`src/hw/rtl/halfband_decimator_by_two_defines.svh`:
```
// assertion macros for the half-band decimator
`ifndef HALFBAND_DECIMATOR_BY_TWO_DEFINES_SVH
`define HALFBAND_DECIMATOR_BY_TWO_DEFINES_SVH

// same-cycle implication, checked out of reset
`define HBD_ASSERT_IMPLIES(name, ante, cons) \
  name: assert property (@(posedge clk) disable iff (!rst_n) (ante) |-> (cons)) \
    else $error("hbd assertion failed");

// next-cycle implication, checked out of reset
`define HBD_ASSERT_NEXT(name, ante, cons) \
  name: assert property (@(posedge clk) disable iff (!rst_n) (ante) |=> (cons)) \
    else $error("hbd assertion failed");

`endif

```
`src/hw/rtl/hbd_pkg.sv`:
```
// shared constants, coefficient tables and coefficient rounding for the decimator
`timescale 1ns / 1ps
package hbd_pkg;

  localparam int Q_WIDTH     = 24;
  localparam int NUM_PAIRS   = 8;
  localparam int NUM_TERMS   = NUM_PAIRS + 1;
  localparam int CENTRE_TERM = NUM_PAIRS;
  localparam int PIPE_STAGES = 7;
  localparam int FIFO_DEPTH  = 8;

  // q1.23 side taps by odd distance 1, 3, ... 15 from the centre
  localparam logic signed [Q_WIDTH-1:0] SIDE_Q23 [2][NUM_PAIRS] = '{
    '{24'sd2658568, -24'sd855579, 24'sd478067, -24'sd306033,
      24'sd204489, -24'sd136936, 24'sd89490, -24'sd85841},
    '{24'sd2650314, -24'sd822218, 24'sd425462, -24'sd240560,
      24'sd133772, -24'sd69139, 24'sd32397, -24'sd15838}
  };

  localparam logic signed [Q_WIDTH-1:0] CENTRE_Q23 [2] = '{24'sd4194379, 24'sd4200226};

  // coefficient for a term, rounded to cw bits (add half, floor shift)
  function automatic logic signed [Q_WIDTH-1:0] coef_q(logic sel, int unsigned idx, int cw);
    logic signed [Q_WIDTH:0] q;
    logic signed [Q_WIDTH-1:0] raw;
    if (idx >= NUM_PAIRS) begin
      raw = CENTRE_Q23[sel];
    end else begin
      raw = SIDE_Q23[sel][3'(idx)];
    end
    q = {raw[Q_WIDTH-1], raw};
    if (cw < Q_WIDTH) begin
      q = (q + ((Q_WIDTH+1)'(1) <<< (Q_WIDTH - 1 - cw))) >>> (Q_WIDTH - cw);
    end
    return Q_WIDTH'(q);
  endfunction

endpackage

```
`src/hw/rtl/hbd_tap_sum.sv`:
```
// pipelined symmetric pre-add, multiply, adder tree, rounding and saturation
`timescale 1ns / 1ps
module hbd_tap_sum import hbd_pkg::*; #(
  parameter int TAP_COUNT    = 31,
  parameter int SAMPLE_WIDTH = 16,
  parameter int COEF_WIDTH   = 16
) (
  input  logic                           clk,
  input  logic                           coef_set,
  input  logic signed [SAMPLE_WIDTH-1:0] taps [TAP_COUNT],
  output logic signed [SAMPLE_WIDTH-1:0] y_r
);

  localparam int CENTRE = (TAP_COUNT - 1) / 2;
  localparam int PRE_W  = SAMPLE_WIDTH + 1;
  localparam int PROD_W = PRE_W + COEF_WIDTH;
  localparam int ACC_W  = PROD_W + 4;

  localparam logic signed [ACC_W:0] RND_HALF = (ACC_W+1)'(1) << (COEF_WIDTH - 2);
  localparam logic signed [ACC_W:0] SAT_HI   = ((ACC_W+1)'(1) << (SAMPLE_WIDTH - 1)) - 1;
  localparam logic signed [ACC_W:0] SAT_LO   = ~SAT_HI;

  logic signed [PRE_W-1:0]      pre_nxt [NUM_TERMS];
  logic signed [PRE_W-1:0]      pre_r   [NUM_TERMS];
  logic signed [COEF_WIDTH-1:0] coef    [NUM_TERMS];
  logic signed [PROD_W-1:0]     prod_r  [NUM_TERMS];
  logic signed [ACC_W-1:0]      l1_r    [5];
  logic signed [ACC_W-1:0]      l2_r    [3];
  logic signed [ACC_W-1:0]      l3_r    [2];
  logic signed [ACC_W-1:0]      acc_r;
  logic signed [ACC_W:0]        rnd;
  logic signed [ACC_W:0]        shifted;
  logic signed [SAMPLE_WIDTH-1:0] y_nxt;

  genvar j;
  for (j = 0; j < NUM_PAIRS; j++) begin : g_pair
    localparam int DIST = 2 * j + 1;
    if (DIST <= CENTRE && (CENTRE % 2) == 1) begin : g_on
      assign pre_nxt[j] = {taps[CENTRE-DIST][SAMPLE_WIDTH-1], taps[CENTRE-DIST]}
                        + {taps[CENTRE+DIST][SAMPLE_WIDTH-1], taps[CENTRE+DIST]};
      assign coef[j]    = COEF_WIDTH'(coef_q(coef_set, j, COEF_WIDTH));
    end else begin : g_off
      assign pre_nxt[j] = '0;
      assign coef[j]    = '0;
    end
  end

  assign pre_nxt[CENTRE_TERM] = {taps[CENTRE][SAMPLE_WIDTH-1], taps[CENTRE]};
  assign coef[CENTRE_TERM]    = COEF_WIDTH'(coef_q(coef_set, CENTRE_TERM, COEF_WIDTH));

  always_comb begin
    rnd     = {acc_r[ACC_W-1], acc_r} + RND_HALF;
    shifted = rnd >>> (COEF_WIDTH - 1);
    if (shifted > SAT_HI) begin
      y_nxt = SAT_HI[SAMPLE_WIDTH-1:0];
    end else if (shifted < SAT_LO) begin
      y_nxt = SAT_LO[SAMPLE_WIDTH-1:0];
    end else begin
      y_nxt = shifted[SAMPLE_WIDTH-1:0];
    end
  end

  always_ff @(posedge clk) begin
    for (int t = 0; t < NUM_TERMS; t++) begin
      pre_r[t]  <= pre_nxt[t];
      prod_r[t] <= pre_r[t] * coef[t];
    end
    for (int t = 0; t < 4; t++) begin
      l1_r[t] <= ACC_W'(prod_r[2*t]) + ACC_W'(prod_r[2*t+1]);
    end
    l1_r[4] <= ACC_W'(prod_r[CENTRE_TERM]);
    l2_r[0] <= l1_r[0] + l1_r[1];
    l2_r[1] <= l1_r[2] + l1_r[3];
    l2_r[2] <= l1_r[4];
    l3_r[0] <= l2_r[0] + l2_r[1];
    l3_r[1] <= l2_r[2];
    acc_r   <= l3_r[0] + l3_r[1];
    y_r     <= y_nxt;
  end

endmodule

```
`config.mk`:
```
export PLATFORM = sky130hd
export DESIGN_NAME = hbd_tap_sum
export DESIGN_NICKNAME = d
export VERILOG_FILES = /design/src/hw/rtl/halfband_decimator_by_two_defines.svh /design/src/hw/rtl/hbd_pkg.sv /design/src/hw/rtl/hbd_tap_sum.sv
export SDC_FILE = /design/constraint.sdc
export NUM_CORES = 2
export LEC_CHECK = 0
export ABC_CLOCK_PERIOD_IN_PS = 19500
export BUFFER_PORTS_ARGS = -buffer_cell sky130_fd_sc_hd__buf_2
export CAP_MARGIN = 25
export CORE_MARGIN = 5
export CORE_UTILIZATION = 44
export DETAILED_ROUTE_END_ITERATION = 7
export SLEW_MARGIN = 30
export SYNTH_ARGS = -nofsm -noshare
export SYNTH_HDL_FRONTEND = slang
export SYNTH_SLANG_ARGS = --single-unit
export TNS_END_PERCENT = 5
```
`constraint.sdc`:
```
create_clock -name clk -period 19.5 [get_ports clk]
set_clock_uncertainty 0.2 [all_clocks]
set_input_delay 0.975 -clock clk [delete_from_list [all_inputs] [get_ports clk]]
set_output_delay 0.975 -clock clk [all_outputs]
set_load 0.01 [all_outputs]
```
==> results_dict.tcl <==
set metrics [dict create \
    status "completed" \
    syn-cell-area_um2 89400 \
    synth_area_leader_cell "fa_1" \
    place_ws_ns 10.75 \
    drive_above_1_share 0.0592 \
    cts_root_buf "clkbuf_16" \
    routedWlPerCell_um 16.6 \
    syn_to_final_growth_pct 9.47 \
    port_buffers 289 \
    tightest_slew_ns 0.987 \
    synth_cells 9183 \
    dp_hpwl_um 177000 \
    synth_edf_count 0 \
    postCtsSetupBuffers 0 \
    totalWireLength_um 205000 \
    hold_viol 0 \
    hold_path.class "input pin to register" \
    cts_hold_buf 0 \
    cts_max_path_buffers 3 \
    dpl.cell_count 12100 \
    cts_sinks 833 \
    dieArea_um2 212000 \
    end_kind "register" \
    ys_ff_latch 833 \
    vias_per_cell 4.97 \
    yosysWarnings 0 \
    drtIter0Drc 3282 \
    crit_required_ns 19.92 \
    setup_viol_count_final 0 \
    drc 0 \
    rows 165 \
    clkTransAtPathRegs_ns 0.07 \
    nNetsFinal 12700 \
    max-slew-margin-rel 0.338 \
    firstDrtPassIters 8 \
    core_area_um2 202000 \
    setup_ws_ns 11.46 \
    grt.overflow.total 0 \
    synthArstFlopShare 0 \
    path_max_fanout 63 \
    fill_cells 18800 \
    cts_resized 0 \
    cts_buffers 101 \
    synth_area_leaders "fa_1 28%, ha_1 19%, dfxtp_1 19%" \
    grt_pass1_wl_um 336000 \
    synthFlopType "dfxtp_1" \
    ys_types 90 \
    synth_most_common_cell "inv_1" \
    die-height_um 461 \
    fin_tns_setup_ns 0 \
    gp_congestion 0.891 \
    yosys-top-cells-count "2005 x inv_1, 1376 x ha_1, 1271 x fa_1" \
    seq_area_frac_synth 0.187 \
    cp-start-kind "input pin" \
    ios 514 \
    first_global_vias 64100 \
    grt_max_degree 64 \
    drv_slew 0 \
    die_w_um 461 \
    vias 61300 \
    cap_violations 0 \
    stdcell_count 12300 \
    htree_levels 3 \
    cts_tree "done" \
    crit_arrival_ns 8.47 \
    ant_nets 0 \
    synth_top_area_share 0.285 \
    avgSynthCellArea_um2 9.73 \
    finalCriticalPeriod_ns 8.04 \
    start_util 0.442 \
    period_share 0.413 \
    path_class "input pin to register" \
    grt_usage 0.197 \
    fmax_mhz 124 \
    antenna_found_initial 13 \
    worstSkewPairLatency_ns 0.78 \
    rsz0062_at_grt "false" \
]
sequential cells by signal, summed over array words and instances, names as in the netlist:
signal and cells:
l1_r 169, pre_r 152, y_r 16, prod_r 296, l2_r 107, l3_r 70, acc_r 23
critical path: stages:
cell and delay (ns):
clkbuf_8 0.27, buf_4 0.54, buf_4 0.66, nand2_1 0.31, fa_1 0.48, fa_1 0.50
fa_1 0.51, inv_1 0.06, fa_1 0.45, fa_1 0.51, inv_1 0.05, fa_1 0.47
inv_1 0.04, ha_1 0.36, a21o_1 0.21, a21oi_1 0.18, o21ai_0 0.13, nand3_1 0.11
o311ai_1 0.10, buf_4 0.18, o211ai_1 0.36, a21oi_1 0.14, or3_1 0.40, a21oi_1 0.19
xnor2_1 0.13
metrics by stage:
stage	area (um2)	hold WS, ns	util
6_report	97800	0.110	0.484
5_1_grt	97800	0.0396	0.484
4_1_cts	97800	0.0289	0.484
3_5_place_dp	94200	0.112	0.466
3_3_place_gp	94200	0.112	0.466
2_1_floorplan	89600	0.110	-
placed cells by master (no fill, tap or decap), types with 60 or more instances in the layout:
| cell type | netlist | routed |
|---|---|---|
| inv_1 | 2005 | 2005 |
| ha_1 | 1376 | 1376 |
| fa_1 | 1271 | 1271 |
| dfxtp_1 | 833 | 832 |
| nor2_1 | 486 | 485 |
| xnor2_1 | 433 | 433 |
| a21oi_1 | 431 | 431 |
| nand2_1 | 360 | 360 |
| o21ai_0 | 289 | 289 |
| buf_2 | 1 | 288 |
| a21o_1 | 226 | 226 |
| xor2_1 | 142 | 142 |
| nor3_1 | 122 | 122 |
| nand3_1 | 114 | 114 |
| clkbuf_16 | 0 | 101 |
| o21a_1 | 90 | 90 |
| nor2b_1 | 87 | 87 |
| nand2b_1 | 80 | 80 |
| o21bai_1 | 66 | 66 |
| a211oi_1 | 61 | 60 |
final timing paths:
kind	start	endpoint	slack, ns	cells after the start
min	taps[250]	pre_r[0][146]	0.11	1
min reg2reg	prod_r[0][295]	l1_r[4][31]	0.13	0
max reg2reg	pre_r[0][125]	prod_r[0][262]	12.34	22
max	coef_set	prod_r[0][197]	11.46	25
area by class of cell:
cell class                 count  area, um2  area share
clock inverter                58        783     0.00801
sequential                   833      16700       0.170
multi-input combinational   6310      65000       0.665
tap                         2672       3340      0.0342
clock buffer                 130       2830      0.0289
timing repair buffer         306       1580      0.0162
inverter                    2008       7540      0.0771
antenna                       14       35.0    0.000358
logic make-up (layout without fill, tap and decap cells):
logic type                 after synthesis  after routing  share of synthesized area
buffers and inverters                 2091           2502                     0.0878
xor gates and xnor gates               575            575                     0.0564
DFF                                    833            833                      0.187
muxes                                    5              5                   0.000574
AOI/OAI and AO/OA                     1505           1505                      0.111
adders and majority gates             2647           2647                      0.477
and+or+nand+nor                       1525           1525                     0.0807
other                                    2             67                  0.0000840
metal layers:
layer  up-vias  track usage  part of all wire  routed length [um]
met5         -            0          0.000049                  10
met4         2       0.0518             0.027                5590
met3       240       0.0258             0.041                8310
met2      1035        0.321              0.46               94200
met1     29700        0.276              0.47               96600
li1      30300            -                 -                   -
Power is left out: the tool's default activity adds up to more than one toggle a clock period on the data nets, which glitch-free logic cannot reach.
