File: src/hw/rtl/halfband_decimator_by_two_defines.svh
// assertion macros for the half-band decimator
`ifndef HALFBAND_DECIMATOR_BY_TWO_DEFINES_SVH
`define HALFBAND_DECIMATOR_BY_TWO_DEFINES_SVH

// same-cycle implication, checked out of reset
`define HBD_ASSERT_IMPLIES(name, ante, cons) \
  name: assert property (@(posedge clk) disable iff (!rst_n) (ante) |-> (cons)) \
    else $error("hbd assertion failed");

// next-cycle implication, checked out of reset
`define HBD_ASSERT_NEXT(name, ante, cons) \
  name: assert property (@(posedge clk) disable iff (!rst_n) (ante) |=> (cons)) \
    else $error("hbd assertion failed");

`endif

File: src/hw/rtl/hbd_cell.sv
// one delay-line cell holding an i/q sample pair, shifted from its neighbor
`timescale 1ns / 1ps
module hbd_cell #(
  parameter int SAMPLE_WIDTH = 16
) (
  input  logic                           clk,
  input  logic                           rst_n,
  input  logic                           shift_en,
  input  logic signed [SAMPLE_WIDTH-1:0] nxt_i,
  input  logic signed [SAMPLE_WIDTH-1:0] nxt_q,
  output logic signed [SAMPLE_WIDTH-1:0] tap_i,
  output logic signed [SAMPLE_WIDTH-1:0] tap_q
);

  logic signed [SAMPLE_WIDTH-1:0] tap_i_r;
  logic signed [SAMPLE_WIDTH-1:0] tap_q_r;

  always_ff @(posedge clk) begin
    if (!rst_n) begin
      tap_i_r <= '0;
      tap_q_r <= '0;
    end else if (shift_en) begin
      tap_i_r <= nxt_i;
      tap_q_r <= nxt_q;
    end
  end

  assign tap_i = tap_i_r;
  assign tap_q = tap_q_r;

endmodule

File: config.mk
export PLATFORM = sky130hd
export DESIGN_NAME = hbd_cell
export DESIGN_NICKNAME = d
export VERILOG_FILES = /design/src/hw/rtl/halfband_decimator_by_two_defines.svh /design/src/hw/rtl/hbd_cell.sv
export SDC_FILE = /design/constraint.sdc
export NUM_CORES = 1
export LEC_CHECK = 0
export ABC_AREA = 1
export BUFFER_PORTS_ARGS = -buffer_cell sky130_fd_sc_hd__buf_2
export CAP_MARGIN = 20
export CORE_MARGIN = 2
export CORE_UTILIZATION = 50
export CTS_BUF_LIST = sky130_fd_sc_hd__clkbuf_2 sky130_fd_sc_hd__clkbuf_4 sky130_fd_sc_hd__clkbuf_8
export DETAILED_ROUTE_END_ITERATION = 12
export PLACE_DENSITY = 0.86
export SYNTH_ARGS = -nofsm -noshare
export SYNTH_HDL_FRONTEND = slang
export SYNTH_SLANG_ARGS = --single-unit
File: constraint.sdc
create_clock -name clk -period 1.4 [get_ports clk]
set_input_delay 0.14 -clock clk [delete_from_list [all_inputs] [get_ports clk]]
set_output_delay 0.14 -clock clk [all_outputs]
set_load 0.02 [all_outputs]
==> out/qor.txt, run 1 <==
Sw Share -> 28.61%
Routed WL per cell -> 8.608 µm
Post-CTS Hold Fix Bufs -> 0
cell area power density -> 1094 mW/mm²
Max Freq -> 1.011 GHz
min Tclk post-route -> 0.9889 ns
PortBufs -> 66
Post-DP Area -> 0.001629 mm²
CP max FO -> 2
post-DP HPWL -> 1768 µm
CTS buffer count -> 5
root buffer cell -> clkbuf_4
reg2reg setup slack -> 0.84 ns
die area -> 0.003099 mm²
Seq pwr share -> 54.6%
critical path type -> reg -> out
detailed-route via count -> 1222
Peak VDD IR -> 0.0007775 V
CP max stage delay -> 0.35 ns
critical path data arrival time -> 0.85 ns
vias per std cell -> 4.128
# IOs -> 67
first-pass GRT wire length -> 4305 µm
1st-pass router iterations -> 4
Slew HR -> 63.71%
grt ovf -> 0
WP buf/inv -> 1
Int Power -> 1.312 mW
largest net degree at the start of global routing -> 65
number of antenna diodes -> 0
initial antenna violation count -> 0
#FFs+latches synth -> 32
Chip Width -> 55.67 µm
Routed WL -> 2548 µm
Clock Power Share -> 26.6%
filler instances -> 260
final setup fails -> 0
Pleak -> 1.063 nW
post-synthesis net count -> 237
Worst setup SP type -> flop
CP cell instances -> buf_2
Resized cells post-CTS -> 0
setup bufs post-CTS -> 0
combinational share of power -> 18.8%
clk buf depth -> 2
final instance area -> 0.001679 mm²
RSZ-0062 raised after global routing -> no
Synth Area per Inst -> 6.609 µm²
Max-Cap Viols -> 0
Antenna Nets Post-Route -> 0
RePlAce Congestion -> 0.7276
Setup Skew -> 0 ns
initial core utilization -> 53.40%
Die Ht -> 55.67 µm
clock sinks -> 32
synth unique cells -> 6
# rows -> 18
layout cells sized above 1 -> 27.82%
core area -> 0.002500 mm²
Worst EP required -> 1.26 ns
period utilisation layout -> 70.63%
Final Hold Viols -> 0
fin nets -> 301
Slew Viols, Final -> 0
YS warnings -> 0
Clock Pin Slew Worst Setup and Hold Paths -> 0.10 ns
Synth Instances -> 202
slowest CP cell -> dfxtp_1
Worst-Margin Slew -> 0.5444 ns
Mapped Area -> 0.001335 mm²
status -> complete, no violations
initial DRC count -> 45
number of global-route vias before repair -> 1043
H-tree depth -> 2
# DRC -> 0
area growth from synthesis to layout -> 25.77%
Seq/Total Area, Yosys -> 47.99%
Post-Route Setup TNS -> 0 ns
Clock Latency Late Sink -> 0.32 ns
GRT Util Overall -> 17.75%
HP Class -> in -> reg
CP endpoint kind -> output port
Worst path top cell family by delay -> flip-flops
Sw Pwr -> 0.5257 mW
CTS tree -> built
-- cells in the mapped netlist, drive strengths merged --
| master | n | area (µm²) |
|---|---|---|
| nand2 | 64 | 240.2 |
| nor2 | 64 | 240.2 |
| dfxtp | 32 | 640.6 |
| inv | 32 | 120.1 |
| buf | 10 | 93.84 |
-- cells in the final DEF (no fill, tap or decap) --
cell,instances
nor2_1,64
inv_1,32
dfxtp_1,32
nand2_1,64
clkinv_2,1
clkbuf_4,6
buf_12,1
buf_2,66
-- sequential cells by signal, indices dropped and copies added, names as in the netlist --
register and count:
tap_i 16, tap_q 16
-- worst reg2reg max path: stages (launching register included) --
cell,delay (ns)
dfxtp_1,0.34
nor2_1,0.04
nor2_1,0.12
-- cell type report --
| class | count | area (µm²) | share of cell area [%] |
|---|---|---|---|
| Multi-Input combinational cell | 128 | 480.5 | 28.61 |
| Clock inverter | 1 | 5.005 | 0.2981 |
| Inverter | 32 | 120.1 | 7.153 |
| Sequential cell | 32 | 640.6 | 38.15 |
| Tap cell | 30 | 37.54 | 2.235 |
| Timing Repair Buffer | 67 | 350.3 | 20.86 |
| Clock buffer | 6 | 45.04 | 2.683 |
-- through the flow --
step | hold slack [ns] | total power, mW | setup WS (ns) | std cells | utilization, %
2_1_floorplan | 0.2604 | 1.262 | 0.7659 | 202 | -
3_3_place_gp | 0.4230 | 1.367 | 0.5349 | 289 | 65.17
3_5_place_dp | 0.4358 | 1.375 | 0.5062 | 289 | 65.17
4_1_cts | 0.08446 | 1.857 | 0.3981 | 296 | 67.17
5_1_grt | 0.07655 | 1.954 | 0.3542 | 296 | 67.17
6_report | 0.09030 | 1.838 | 0.4111 | 296 | 67.17
-- cells by family after synthesis --
logic type | Yosys count | synth area share (%)
buf+inv | 42 | 16.03
flops | 32 | 47.98
simple gates | 128 | 35.99
-- layer usage --
metal  track usage [%]  share of wire, %
met1             21.01                44
met2             26.87                47
met3             8.605               8.0
met4             8.362              0.90
met5                 0                 0
-- power groups by stage --
stage                     sequential (mW)  clock [mW]  combinational [mW]
after floorplan                      1.10           0               0.159
after global placement               1.02           0               0.344
after detailed placement             1.02           0               0.351
after CTS                            1.00       0.503               0.350
after global routing                 1.01       0.552               0.390
final                                1.00       0.488               0.346
-- path summary, 6_finish.rpt --
| path | start | end | cells past startpoint |
|---|---|---|---|
| worst max register to register | tap_i[8] | tap_i[8] | 2 |
| worst max-delay path | tap_i[2] | tap_i[2] | 1 |
| worst min register to register | tap_q[15] | tap_q[15] | 2 |
| worst min-delay path | nxt_q[10] | tap_q[10] | 5 |
(Power assumes the default switching activity.)
==> run 2, diff against run 1 <==
- CORE_UTILIZATION: 50 -> 46
- PLACE_DENSITY: 0.86 -> 0.8
- clock period: 1.4 -> 1 ns (I/O delays scaled with it)
==> run 2 against run 1 <==
Count of clock-buffer cells in the layout is 2 higher. Wire length is 1.8% lower. Die area is 8.1% higher. Critical path type unchanged. Largest power group unchanged. Largest cell class unchanged.
==> out/qor.txt, run 2 (synthesized netlist as in run 1, its figures left out) <==
Worst R2R Path Depth -> 2 (unchanged)
Clock Pin Slew Worst Setup and Hold Paths -> 0.09 ns (was 0.10 ns)
root buffer cell -> clkbuf_4 (unchanged)
final setup fails -> 0 (unchanged)
Worst Setup SP -> tap_q[1] (was tap_i[2])
Critical R2R Capture -> tap_i[13] (was tap_i[8])
Max Freq -> 1.046 GHz
vias per std cell -> 4.110 (was 4.128)
Clock Latency Late Sink -> 0.32 ns (about the same)
fin nets -> 302 (was 301)
number of global-route vias before repair -> 1006 (was 1043)
GRT Util Overall -> 16.53% (was 17.75%)
slowest CP cell -> dfxtp_1 (unchanged)
clock sinks -> 32 (unchanged)
Worst setup SP type -> flop (unchanged)
Post-CTS Hold Fix Bufs -> 0 (unchanged)
Pleak -> 1.082 nW (was 1.063 nW)
RSZ-0062 raised after global routing -> no (unchanged)
PortBufs -> 66 (unchanged)
first-pass GRT wire length -> 4229 µm (was 4305 µm)
# IOs -> 67 (unchanged)
Worst-Margin Slew -> 0.2415 ns (was 0.5444 ns)
Setup WS post-layout -> 0.04400 ns (was 0.4111 ns)
Slew HR -> 83.90% (was 63.71%)
WP buf/inv -> 1 (unchanged)
critical path type -> reg -> out (unchanged)
# DRC -> 0 (unchanged)
CTS buffer count -> 5 (unchanged)
grt ovf -> 0 (unchanged)
H-tree depth -> 2 (unchanged)
# rows -> 19 (was 18)
core area -> 0.002758 mm² (was 0.002500 mm²)
CP cell instances -> buf_2 (unchanged)
period utilisation layout -> 95.60%
1st-pass router iterations -> 4 (unchanged)
Post-Route Setup TNS -> 0 ns (unchanged)
min Tclk post-route -> 0.9560 ns
HP Class -> in -> reg (unchanged)
initial DRC count -> 60 (was 45)
Chip Width -> 57.87 µm (was 55.67 µm)
detailed-route via count -> 1229 (was 1222)
number of antenna diodes -> 0 (unchanged)
CP max stage delay -> 0.36 ns (was 0.35 ns)
reg2reg setup slack -> 0.43 ns (was 0.84 ns)
largest net degree at the start of global routing -> 65 (unchanged)
CP endpoint kind -> output port (unchanged)
RePlAce Congestion -> 0.7152 (was 0.7276)
Die Ht -> 57.87 µm (was 55.67 µm)
crit path capture -> tap_q[1] (was tap_i[2])
Slew Viols, Final -> 0 (unchanged)
Critical R2R Launch -> tap_i[13] (was tap_i[8])
CP max FO -> 2 (unchanged)
Antenna Nets Post-Route -> 0 (unchanged)
Routed WL per cell -> 8.365 µm (was 8.608 µm)
Routed WL -> 2501 µm (was 2548 µm)
initial core utilization -> 48.41% (was 53.40%)
most frequent cells in the layout -> nor2_1 (64), nand2_1 (64), buf_2 (60) (was buf_2 (66), nor2_1 (64), nand2_1 (64))
area growth from synthesis to layout -> 29.71% (was 25.77%)
Max-Cap Viols -> 0 (unchanged)
post-DP HPWL -> 1747 µm (was 1768 µm)
initial antenna violation count -> 0 (unchanged)
clk buf depth -> 2 (unchanged)
cell area power density -> 1565 mW/mm² (was 1094 mW/mm²)
Final Hold Viols -> 0 (unchanged)
CTS tree -> built (unchanged)
Crit path depth -> 1 (unchanged)
die area -> 0.003349 mm² (was 0.003099 mm²)
status -> complete, no violations (unchanged)
critical path data arrival time -> 0.86 ns (was 0.85 ns)
Setup Skew -> 0 ns (unchanged)
layout cells sized above 1 -> 28.36% (was 27.82%)
Peak VDD IR -> 0.001231 V (was 0.0007775 V)
Worst path top cell family by delay -> flip-flops (unchanged)
DP Worst Slack -> 0.2366 ns (was 0.5062 ns)
Worst EP required -> 0.90 ns (was 1.26 ns)
run 2: changes by cell type in the layout (fill, tap and decap cells not counted):
| cell | change |
|---|---|
| buf_2 | -6 |
| buf_4 | +6 |
| buf_12 | +1 |
| clkbuf_4 | +1 |
| clkbuf_8 | +1 |
| clkinv_2 | -1 |
run 2: power breakdown:
| group | internal, mW | switching, mW |
|---|---|---|
| clock | 0.401 | 0.400 |
| combinational | 0.205 | 0.296 |
| sequential | 1.36 | 0.0440 |
run 2: area by class of cell:
cell class,count,area [µm²]
Clock buffer,8,66.31
Fill cell,276,1026
Inverter,32,120.1
Multi-Input combinational cell,128,480.5
Sequential cell,32,640.6
Tap cell,31,38.79
Timing Repair Buffer,68,385.4
run 2: per-stage QoR:
step / std cells / hold slack [ns] / util, % / total power [mW] / area [µm²]
2_1_floorplan: 202 / 0.2204 / - / 1.767 / 1335
3_3_place_gp: 291 / 0.3834 / 59.85 / 1.923 / 1650
3_5_place_dp: 291 / 0.3924 / 59.85 / 1.935 / 1650
4_1_cts: 299 / 0.03977 / 62.25 / 2.739 / 1717
5_1_grt: 299 / 0.03787 / 62.79 / 2.872 / 1732
6_report: 299 / 0.05351 / 62.79 / 2.709 / 1732
run 2: timing repair:
action | CTS | global route
endpoints found under the setup margin | 0 | 6
resized for setup | 0 | 6
setup buffers | 0 | 0
run 2: layer usage:
layer | vias to the layer above | track usage (%) | share of wire, %
met5 | - | 0 | 0
met4 | 0 | 5.980 | 1.6
met3 | 5 | 7.589 | 11
met2 | 50 | 25.00 | 42
met1 | 476 | 20.73 | 46
li1 | 698 | - | -
run 2: worst min-delay path by stage:
stage	start	end	slack (ns)	cells past startpoint
after global placement	nxt_i[14]	tap_i[14]	0.38	5
final	nxt_q[12]	tap_q[12]	0.05	5
after detailed placement	nxt_i[8]	tap_i[8]	0.39	5
after global routing	nxt_q[12]	tap_q[12]	0.04	5
after CTS	nxt_q[1]	tap_q[1]	0.04	5
after floorplan	rst_n	tap_i[13]	0.22	2
