--- config.mk ---
export PLATFORM = sky130hd
export DESIGN_NAME = hbd_out_fifo
export DESIGN_NICKNAME = d
export VERILOG_FILES = /design/src/hw/rtl/halfband_decimator_by_two_defines.svh /design/src/hw/rtl/hbd_out_fifo.sv
export SDC_FILE = /design/constraint.sdc
export NUM_CORES = 1
export LEC_CHECK = 0
export BUFFER_PORTS_ARGS = -buffer_cell sky130_fd_sc_hd__buf_4
export CAP_MARGIN = 30
export CORE_MARGIN = 10
export CORE_UTILIZATION = 55
export DETAILED_ROUTE_END_ITERATION = 10
export GPL_TIMING_DRIVEN = 1
export PLACE_DENSITY_LB_ADDON = 0.1
export SLEW_MARGIN = 20
export SYNTH_ARGS = -nofsm -noshare
export SYNTH_HDL_FRONTEND = slang
export SYNTH_SLANG_ARGS = --single-unit
--- constraint.sdc ---
create_clock -name clk -period 4 [get_ports clk]
set_input_delay 0.8 -clock clk [delete_from_list [all_inputs] [get_ports clk]]
set_output_delay 0.8 -clock clk [all_outputs]
set_load 0.005 [all_outputs]
--- src/hw/rtl/halfband_decimator_by_two_defines.svh ---
// assertion macros for the half-band decimator
`ifndef HALFBAND_DECIMATOR_BY_TWO_DEFINES_SVH
`define HALFBAND_DECIMATOR_BY_TWO_DEFINES_SVH

// same-cycle implication, checked out of reset
`define HBD_ASSERT_IMPLIES(name, ante, cons) \
  name: assert property (@(posedge clk) disable iff (!rst_n) (ante) |-> (cons)) \
    else $error("hbd assertion failed");

// next-cycle implication, checked out of reset
`define HBD_ASSERT_NEXT(name, ante, cons) \
  name: assert property (@(posedge clk) disable iff (!rst_n) (ante) |=> (cons)) \
    else $error("hbd assertion failed");

`endif

--- src/hw/rtl/hbd_out_fifo.sv ---
// small result fifo between the filter pipeline and the output channel
`timescale 1ns / 1ps
module hbd_out_fifo #(
  parameter int WIDTH = 33,
  parameter int DEPTH = 8
) (
  input  logic             clk,
  input  logic             rst_n,
  input  logic             push,
  input  logic [WIDTH-1:0] push_data,
  input  logic             pop,
  output logic             valid,
  output logic [WIDTH-1:0] data
);

  localparam int PTR_W = $clog2(DEPTH);

  logic [WIDTH-1:0] mem_r [DEPTH];
  logic [PTR_W-1:0] wr_ptr_r;
  logic [PTR_W-1:0] rd_ptr_r;
  logic [PTR_W:0]   cnt_r;

  always_ff @(posedge clk) begin
    if (push) begin
      mem_r[wr_ptr_r] <= push_data;
    end
  end

  always_ff @(posedge clk) begin
    if (!rst_n) begin
      wr_ptr_r <= '0;
      rd_ptr_r <= '0;
      cnt_r    <= '0;
    end else begin
      if (push) begin
        wr_ptr_r <= wr_ptr_r + 1'b1;
      end
      if (pop) begin
        rd_ptr_r <= rd_ptr_r + 1'b1;
      end
      cnt_r <= cnt_r + (PTR_W+1)'(push) - (PTR_W+1)'(pop);
    end
  end

  assign valid = (cnt_r != '0);
  assign data  = mem_r[rd_ptr_r];

endmodule

==> results by group, run 1 <==
GRT
  – Initial antenna violation count: 1
  – First-pass GRT wire length: 30220 um
  – Largest net degree at the start of global routing: 67
  – Vias in the first global route: 5174
  – Grt total ovfl: 0
  – Total track usage: 16.04%

STA
  – F_max: 294.5 MHz
  – Fin. Hold Viols: 0
  – Worst Skew: 6.522 ps
  – Final Critical Period: 3396 ps
  – Final Cycle Share: 84.89%
  – Fin Setup TNS: 0 ps
  – Worst Tran Pin Value: 717.2 ps
  – Fin Hold WS: 505.3 ps
  – Pins Over Slew Limit: 0
  – Final setup violation count: 0
  – Worst relative slew slack: 52.19%
  – RSZ-0062 raised after global routing: false

Drt
  – Pre-antenna DRT Iters: 5
  – DR iter-0 viols: 274
  – Drc violations: 0
  – Vias post-DR: 4650
  – Routed Wire Length: 19410 um
  – Routed Antenna Nets: 0
  – M1 wire length: 8043 um
  – Met2 wire length: 9935 um
  – Average wire per standard cell: 23.46 um
  – Post-DR vias/cell: 5.623
  – Max layer used: met4
  – Met3 wire len: 1153 um

Cells and area
  – Area grow syn2layout: 18.02%
  – Share of cells above drive strength 1: 41.34%
  – Most frequent cells in the layout: edfxtp_1 (264), buf_4 (86), mux4_2 (59), mux2_2 (33), clkbuf_16 (29)
  – Most common cell after layout, fill and taps aside: edfxtp_1
  – Nets: 592

Run status
  – Outcome: finished, final reports clean

Power and ir drop
  – Combinational power share: 8.4%
  – Pwr per Cell Area: 523.3 mW/mm2
  – Max IR drop VDD: 0.0003817 V
  – Switch share: 19.95%
  – Leak: 4.079 nW
  – Final Power: 6.523 mW
  – Clock group share of total power: 40.6%
  – P_int: 5.222 mW
  – Net Sw Power: 1.301 mW
  – Flop pwr share: 50.9%

Placement
  – Routability cong.: 0.6909
  – Post-DP HPWL: 10990 um
  – Number of port buffers: 70

Floorplanning
  – Die W: 158.6 um
  – Die Area: 0.02515 mm2
  – Row count: 50
  – Starting Density: 56.09%
  – DIE HEIGHT: 158.6 um
  – I/O pin count: 71
  – Core Area: 0.01883 mm2

Clocking
  – Hold_buf cts: 0
  – Cts bufs inserted: 28
  – Sink Count: 277
  – H-tree depth: 1
  – Root Buffer: clkbuf_16
  – Max Root-Sink Buffers: 3
  – Post-CTS Repair Setup Buffers: 0
  – Clk slew on worst S/H paths: 60 ps
  – CTS tree: done
  – CTS resizes: 0
  – Worst-Skew Late Latency: 520 ps

Yosys
  – Register bit total from synthesis: 277
  – Synth cell types: 26
  – Syn Nets: 493
  – Syn Inst Count: 448
  – Yosys top cell by area: edfxtp_1
  – Post-synth top area share: 75.05%
  – Top cells by area, synth: edfxtp_1 (75%), mux4_2 (13%), mux2_2 (3.5%)
  – Post-synthesis sequential area ratio: 77.52%
  – Warnings, synthesis: 0
  – Synthesized area per cell: 23.58 um2
  – Mapped Area: 0.01056 mm2

Critical path
  – Startpoint types: flip-flop
  – Crit end category: output port
  – Worst path arrival time: 2600 ps
  – Critical path class: reg2out
  – Critical Path Fanout Max: 32
  – CP Data Required Time: 3200 ps

Run
  – Max-cap viol count: 0

Hold path
  – Hold crit path type: in2reg
critical path, stage by stage, from the launching register on:
cell and delay [ps]:
dfxtp_4 780, buf_4 350, mux4_2 520, mux2_2 270, buf_4 130
power groups by stage:
| stage | registers (mW) | clock network, mW | logic (mW) |
|---|---|---|---|
| after detailed placement | 3.39 | 0 | 0.559 |
| final | 3.32 | 2.65 | 0.550 |
| after global placement | 3.38 | 0 | 0.545 |
| after floorplan | 3.35 | 0 | 0.345 |
| after global routing | 3.33 | 2.83 | 0.613 |
| after CTS | 3.33 | 2.71 | 0.562 |
layer usage:
metal	up-vias	GRT usage, %
li1	2074	-
met1	2445	20.95
met2	106	26.80
met3	25	3.454
met4	0	4.411
met5	-	0
metrics by stage:
stage | std cells | setup slack, ps | util, % | cell area, um2
finish | 827 | 604.3 | 66.20 | 12470
CTS | 825 | 516.0 | 66.08 | 12440
global route | 827 | 427.0 | 66.20 | 12470
global placement | 776 | 1105 | 61.02 | 11490
floorplan | 448 | 368.5 | - | 10560
detailed placement | 776 | 1081 | 61.02 | 11490
path summary, 6_finish.rpt:
| check | start | endpoint | slack (ps) | cells after the start |
|---|---|---|---|---|
| worst min register to register | rd_ptr_r[1]$_SDFFE_PN0P_ | flip-flop | 560 | 2 |
| worst max-delay path | flip-flop | data[17] | 600 | 4 |
| worst min-delay path | push_data[0] | mem_r[5][0]$_DFFE_PP_ | 510 | 1 |
| worst max register to register | wr_ptr_r[0]$_SDFFE_PN0P_ | mem_r[1][21]$_DFFE_PP_ | 2060 | 3 |
cell usage after synthesis, drive strengths merged:
cell type,instances
xor2,2
mux2,33
dfxtp,13
buf,11
nor3,2
nand3,1
edfxtp,264
dlygate4sd1,1
inv,7
ha,7
nand2b,4
xnor2,3
nor2b,3
a21o,1
clkbuf,7
nor2,6
and2,7
mux4,66
fa,1
nand2,5
a21oi,1
mux2i,3
area by class of cell:
cell class	count	area, um2
inverters	7	26.28
multi-input cells	145	2277
well taps	260	325.3
fillers	1216	6365
repair buffers	88	685.7
diodes	1	2.502
clock inverters	15	207.7
flip-flops and latches	277	8197
clock buffers	34	744.5
cells by family (layout without fill, tap and decap cells):
logic type,after synthesis,after routing,share of synthesized area (%)
fa+ha+maj,8,8,1.019
other cells,0,1,0
simple gates,28,28,1.362
buf+inv,26,144,1.445
compound gates,2,2,0.1184
flops,277,277,77.52
xor+xnor,5,5,0.4147
mux,102,102,18.12
state kept, by name (all words and copies together) (netlist names), named ones only:
register / count
rd_ptr_r: 3
mem_r: 264
wr_ptr_r: 3
cnt_r: 4
Note: power is estimated with default switching activity, not from simulation.
==> run 2, diff against run 1 <==
==> constraint.sdc (replaced) <==
create_clock -name clk -period 3.2 [get_ports clk]
set_input_delay 0.64 -clock clk [delete_from_list [all_inputs] [get_ports clk]]
set_output_delay 0.64 -clock clk [all_outputs]
set_load 0.005 [all_outputs]
==> run 2 against run 1 <==
Power up 20%. Sequential cell count stayed put. Non-clock buffer count stayed put. Critical path depth did not move. Clock power rose by 13%. Cell area is essentially flat. Largest cell class unchanged. Wire length is 0.97% lower. Largest power group unchanged. Critical path type unchanged. Clock skew up 2.3 ps. Global-route usage down 0.21 points. First-iteration DRC count is 13% higher. Combinational power increased by 31%. Count of clock-buffer cells in the layout rose by 3.
==> results by group, run 2 (synthesis gave the netlist of run 1 again) <==
Run status
  – Outcome: finished, final reports clean

Power and ir drop
  – Pwr per Cell Area: 630.1 mW/mm2
  – Max IR drop VDD: 0.0004569 V
  – Leak: 4.054 nW

Placement
  – Post-DP HPWL: 11180 um
  – Routability cong.: 0.7464
  – Number of port buffers: 70
  – DP Area: 0.01160 mm2

GRT
  – Largest net degree at the start of global routing: 36
  – Total track usage: 15.84%
  – First-pass GRT wire length: 29830 um
  – Vias in the first global route: 5083
  – Grt total ovfl: 0
  – Initial antenna violation count: 1

STA
  – Fin. Hold Viols: 0
  – Worst relative slew slack: 59.91%
  – Final Critical Period: 2989 ps
  – Pins Over Slew Limit: 0
  – Fin Setup TNS: 0 ps
  – F_max: 334.6 MHz
  – Worst Skew: 8.871 ps
  – Worst Tran Pin Value: 599.4 ps
  – RSZ-0062 raised after global routing: false
  – Fin Hold WS: 339.6 ps
  – Final Cycle Share: 93.40%
  – Final setup violation count: 0

Cells and area
  – Largest regs: mem_r x264, cnt_r x4
  – Share of cells above drive strength 1: 40.46%
  – Nets: 592
  – Largest reg by FF count: mem_r
  – Most common cell after layout, fill and taps aside: edfxtp_1
  – Area grow syn2layout: 17.98%
  – Post-route cell area: 0.01246 mm2
  – Most frequent cells in the layout: edfxtp_1 (264), buf_4 (78), mux4_2 (59), mux2_2 (33), clkbuf_16 (29)
  – Inserted Diodes: 0
  – Max FFs per register: 264
  – Filler Cell Count: 1223

Drt
  – DR iter-0 viols: 310
  – Post-DR vias/cell: 5.683
  – Routed Wire Length: 19220 um
  – Drc violations: 0
  – Pre-antenna DRT Iters: 4
  – Vias post-DR: 4694
  – Average wire per standard cell: 23.26 um
  – Routed Antenna Nets: 0

Floorplanning
  – Die Area: 0.02515 mm2
  – I/O pin count: 71
  – DIE HEIGHT: 158.6 um
  – Starting Density: 56.09%
  – Core Area: 0.01883 mm2
  – Die W: 158.6 um
  – Row count: 50

Critical path
  – Critical Path Fanout Max: 35
  – Critical path class: reg2out
  – Slowest CP cell: dfxtp_4
  – Startpoint types: flip-flop
  – CP Data Required Time: 2560 ps
  – Crit path largest cell delay: 670 ps
  – Worst path arrival time: 2350 ps
  – Worst-path cell chain: buf_4, mux4_1, mux2_2, buf_4
  – Critical path buffers and inverters: 2
  – FF-to-FF Start: wr_ptr_r[2]$_SDFFE_PN0P_
  – Cell mode on critical path: buf_4
  – Delay-heaviest family, CP: flip-flops
  – Crit end category: output port

Clocking
  – Worst-Skew Late Latency: 530 ps
  – Cts bufs inserted: 28
  – Clk slew on worst S/H paths: 60 ps
  – CTS resizes: 0
  – Root Buffer: clkbuf_16
  – Post-CTS Repair Setup Buffers: 0
  – H-tree depth: 1
  – CTS tree: done
  – Sink Count: 277
  – Hold_buf cts: 0
  – Max Root-Sink Buffers: 3

Run
  – Max-cap viol count: 0

Hold path
  – Hold Crit Start: push_data[4]
  – Hold crit path type: in2reg
## run 2: cell types whose count changed in the layout (fill, tap and decap cells not counted), moves of 2 or more
cell and delta:
buf_4 -8, nor3_2 -2, clkinv_1 +2, bufinv_16 -4
nor3_4 +2, buf_12 +7, clkbuf_1 +3, clkinvlp_4 -2
## run 2: per-layer routing
metal	GRT usage [%]	routed length, um
met5	0	16
met1	21.22	7954
met4	3.617	280
met2	26.08	9792
met3	3.589	1172
## run 2: worst register-to-register path: cells and delay by family (launching register included)
family                 cells  cell delay, ps
buffers and inverters      1             300
flip-flops                 1             330
AND/OR/NAND/NOR            2             870
## run 2: worst paths after layout
| path | slack, ps | cells after the start | end |
|---|---|---|---|
| max | 210 | 4 | data[2] |
| min | 340 | 1 | mem_r[1][4]$_DFFE_PP_ |
| max reg2reg | 1370 | 3 | mem_r[0][10]$_DFFE_PP_ |
| min reg2reg | 550 | 2 | flip-flop |
## run 2: power breakdown
group          internal, mW  leakage, nW  switching, mW
logic                 0.405         1.13          0.316
clock network          1.73        0.419           1.26
registers              4.08         2.51         0.0553
total                  6.22         4.05           1.63
## run 2: layout make-up
cell class	count	area (um2)	area share, %
Clock buffer	37	755.7	6.064
Clock inverter	12	87.58	0.7028
Inverter	7	26.28	0.2108
Multi-Input combinational cell	145	2290	18.37
Sequential cell	277	8197	65.77
Tap cell	260	325.3	2.610
Timing Repair Buffer	88	780.7	6.265
## run 2: stage by stage
| step | instances | utilization (%) | total power [mW] | setup slack (ps) |
|---|---|---|---|---|
| floorplan | 448 | - | 4.619 | 612.6 |
| global placement | 776 | 61.62 | 4.930 | 636.8 |
| detailed placement | 776 | 61.62 | 4.951 | 631.0 |
| CTS | 825 | 66.10 | 7.940 | 58.37 |
| global route | 826 | 66.18 | 8.155 | 104.9 |
| finish | 826 | 66.18 | 7.852 | 211.1 |
==> run 3, diff against run 2 <==
--- a/config.mk
+++ b/config.mk
@@ -5,7 +5,7 @@
 export SDC_FILE = /design/constraint.sdc
 export NUM_CORES = 1
 export LEC_CHECK = 0
-export BUFFER_PORTS_ARGS = -buffer_cell sky130_fd_sc_hd__buf_4
+export BUFFER_PORTS_ARGS = -buffer_cell sky130_fd_sc_hd__buf_2
 export CAP_MARGIN = 30
 export CORE_MARGIN = 10
 export CORE_UTILIZATION = 55
==> run 3 against run 2 <==
Cell area decreased by 0.75%. Non-clock buffer count increased by 5. Register-to-register slack about the same. Worst hold slack improved by 41 ps. Largest cell class unchanged.
==> results by group, run 3 (synthesis gave the netlist of run 1 again) <==
Run status
  – Outcome: finished, final reports clean

Cells and area
  – Filler Cell Count: 1264
  – Share of cells above drive strength 1: 40.00%
  – Nets: 597
  – Largest reg by FF count: mem_r
  – Post-route cell area: 0.01237 mm2
  – Largest regs: mem_r x264, cnt_r x4
  – Area grow syn2layout: 17.09%
  – Most frequent cells in the layout: edfxtp_1 (264), buf_2 (70), mux4_2 (59), mux2_2 (33), clkbuf_16 (29)
  – Max FFs per register: 264
  – Most common cell after layout, fill and taps aside: edfxtp_1

Placement
  – Routability cong.: 0.7029
  – DP Area: 0.01143 mm2
  – Post-DP HPWL: 11320 um
  – Number of port buffers: 70

Critical path
  – R2R setup slack: 1380 ps
  – Crit path largest cell delay: 620 ps
  – Critical path class: reg2out
  – Delay-heaviest family, CP: multiplexers
  – Worst path arrival time: 2260 ps
  – Worst-path cell chain: buf_4, mux4_2, mux2_2, buf_2
  – Slowest CP cell: dfxtp_4
  – Startpoint types: flip-flop
  – Crit end category: output port
  – Critical path buffers and inverters: 2
  – Critical Path Fanout Max: 28
  – CP Data Required Time: 2560 ps

Clocking
  – CTS tree: done
  – CTS resizes: 0
  – H-tree depth: 1
  – Cts bufs inserted: 28
  – Max Root-Sink Buffers: 3
  – Root Buffer: clkbuf_16
  – Post-CTS Repair Setup Buffers: 0
  – Sink Count: 277
  – Hold_buf cts: 0
  – Clk slew on worst S/H paths: 60 ps
  – Worst-Skew Late Latency: 520 ps

STA
  – Fin Hold WS: 380.6 ps
  – Final Critical Period: 2899 ps
  – Final Cycle Share: 90.59%
  – F_max: 345.0 MHz
  – Worst Skew: 5.668 ps
  – Fin Setup TNS: 0 ps
  – Pins Over Slew Limit: 0
  – Fin. Hold Viols: 0
  – Worst relative slew slack: 55.27%
  – RSZ-0062 raised after global routing: false
  – Worst Tran Pin Value: 670.9 ps
  – Final setup violation count: 0

Power and ir drop
  – Pwr per Cell Area: 634.2 mW/mm2
  – Final Power: 7.844 mW
  – Leak: 4.017 nW
  – Max IR drop VDD: 0.0004190 V

Drt
  – Post-DR vias/cell: 5.603
  – Drc violations: 0
  – Pre-antenna DRT Iters: 4
  – Average wire per standard cell: 23.10 um
  – DR iter-0 viols: 302
  – Routed Antenna Nets: 0
  – Routed Wire Length: 19190 um
  – Vias post-DR: 4656

GRT
  – Total track usage: 15.84%
  – Largest net degree at the start of global routing: 33
  – Initial antenna violation count: 2
  – First-pass GRT wire length: 29930 um
  – Vias in the first global route: 5099
  – Grt total ovfl: 0

Floorplanning
  – DIE HEIGHT: 158.6 um
  – Starting Density: 56.09%
  – Core Area: 0.01883 mm2
  – Row count: 50
  – Die W: 158.6 um
  – Die Area: 0.02515 mm2
  – I/O pin count: 71

Run
  – Max-cap viol count: 0

Hold path
  – Hold crit path type: in2reg
[run 3: worst paths after layout]
path	startpoint	endpoint	cells past startpoint
max	flip-flop	data[8]	4
min	push_data[10]	mem_r[4][10]$_DFFE_PP_	1
max reg2reg	wr_ptr_r[0]$_SDFFE_PN0P_	mem_r[3][31]$_DFFE_PP_	3
min reg2reg	rd_ptr_r[1]$_SDFFE_PN0P_	flip-flop	2
[run 3: layout make-up]
class	count	area [um2]	area share [%]
clock buffer	41	770.7	6.232
multi-input combinational	145	2290	18.51
inverter	7	26.28	0.2124
timing repair buffer	93	673.1	5.443
clock inverter	7	83.83	0.6778
tap	260	325.3	2.630
sequential	277	8197	66.27
antenna	1	2.502	0.02023
[run 3: power by group]
part	switching, mW	leakage (nW)	internal (mW)
Clock	1.21	0.411	1.81
Sequential	0.0515	2.51	4.08
Combinational	0.318	1.10	0.364
[run 3: stage by stage]
stage	cells	util (%)	setup WS (ps)
2_1_floorplan	448	-	612.6
3_3_place_gp	773	60.70	669.4
3_5_place_dp	773	60.70	638.8
4_1_cts	821	65.24	67.62
5_1_grt	830	65.67	189.8
6_report	831	65.68	301.1
[run 3: metal layers]
metal	global-route usage, %	part of all wire [%]
met4	4.279	1.5
met2	26.60	52
met1	20.78	41
met5	0	0.068
met3	3.157	4.9
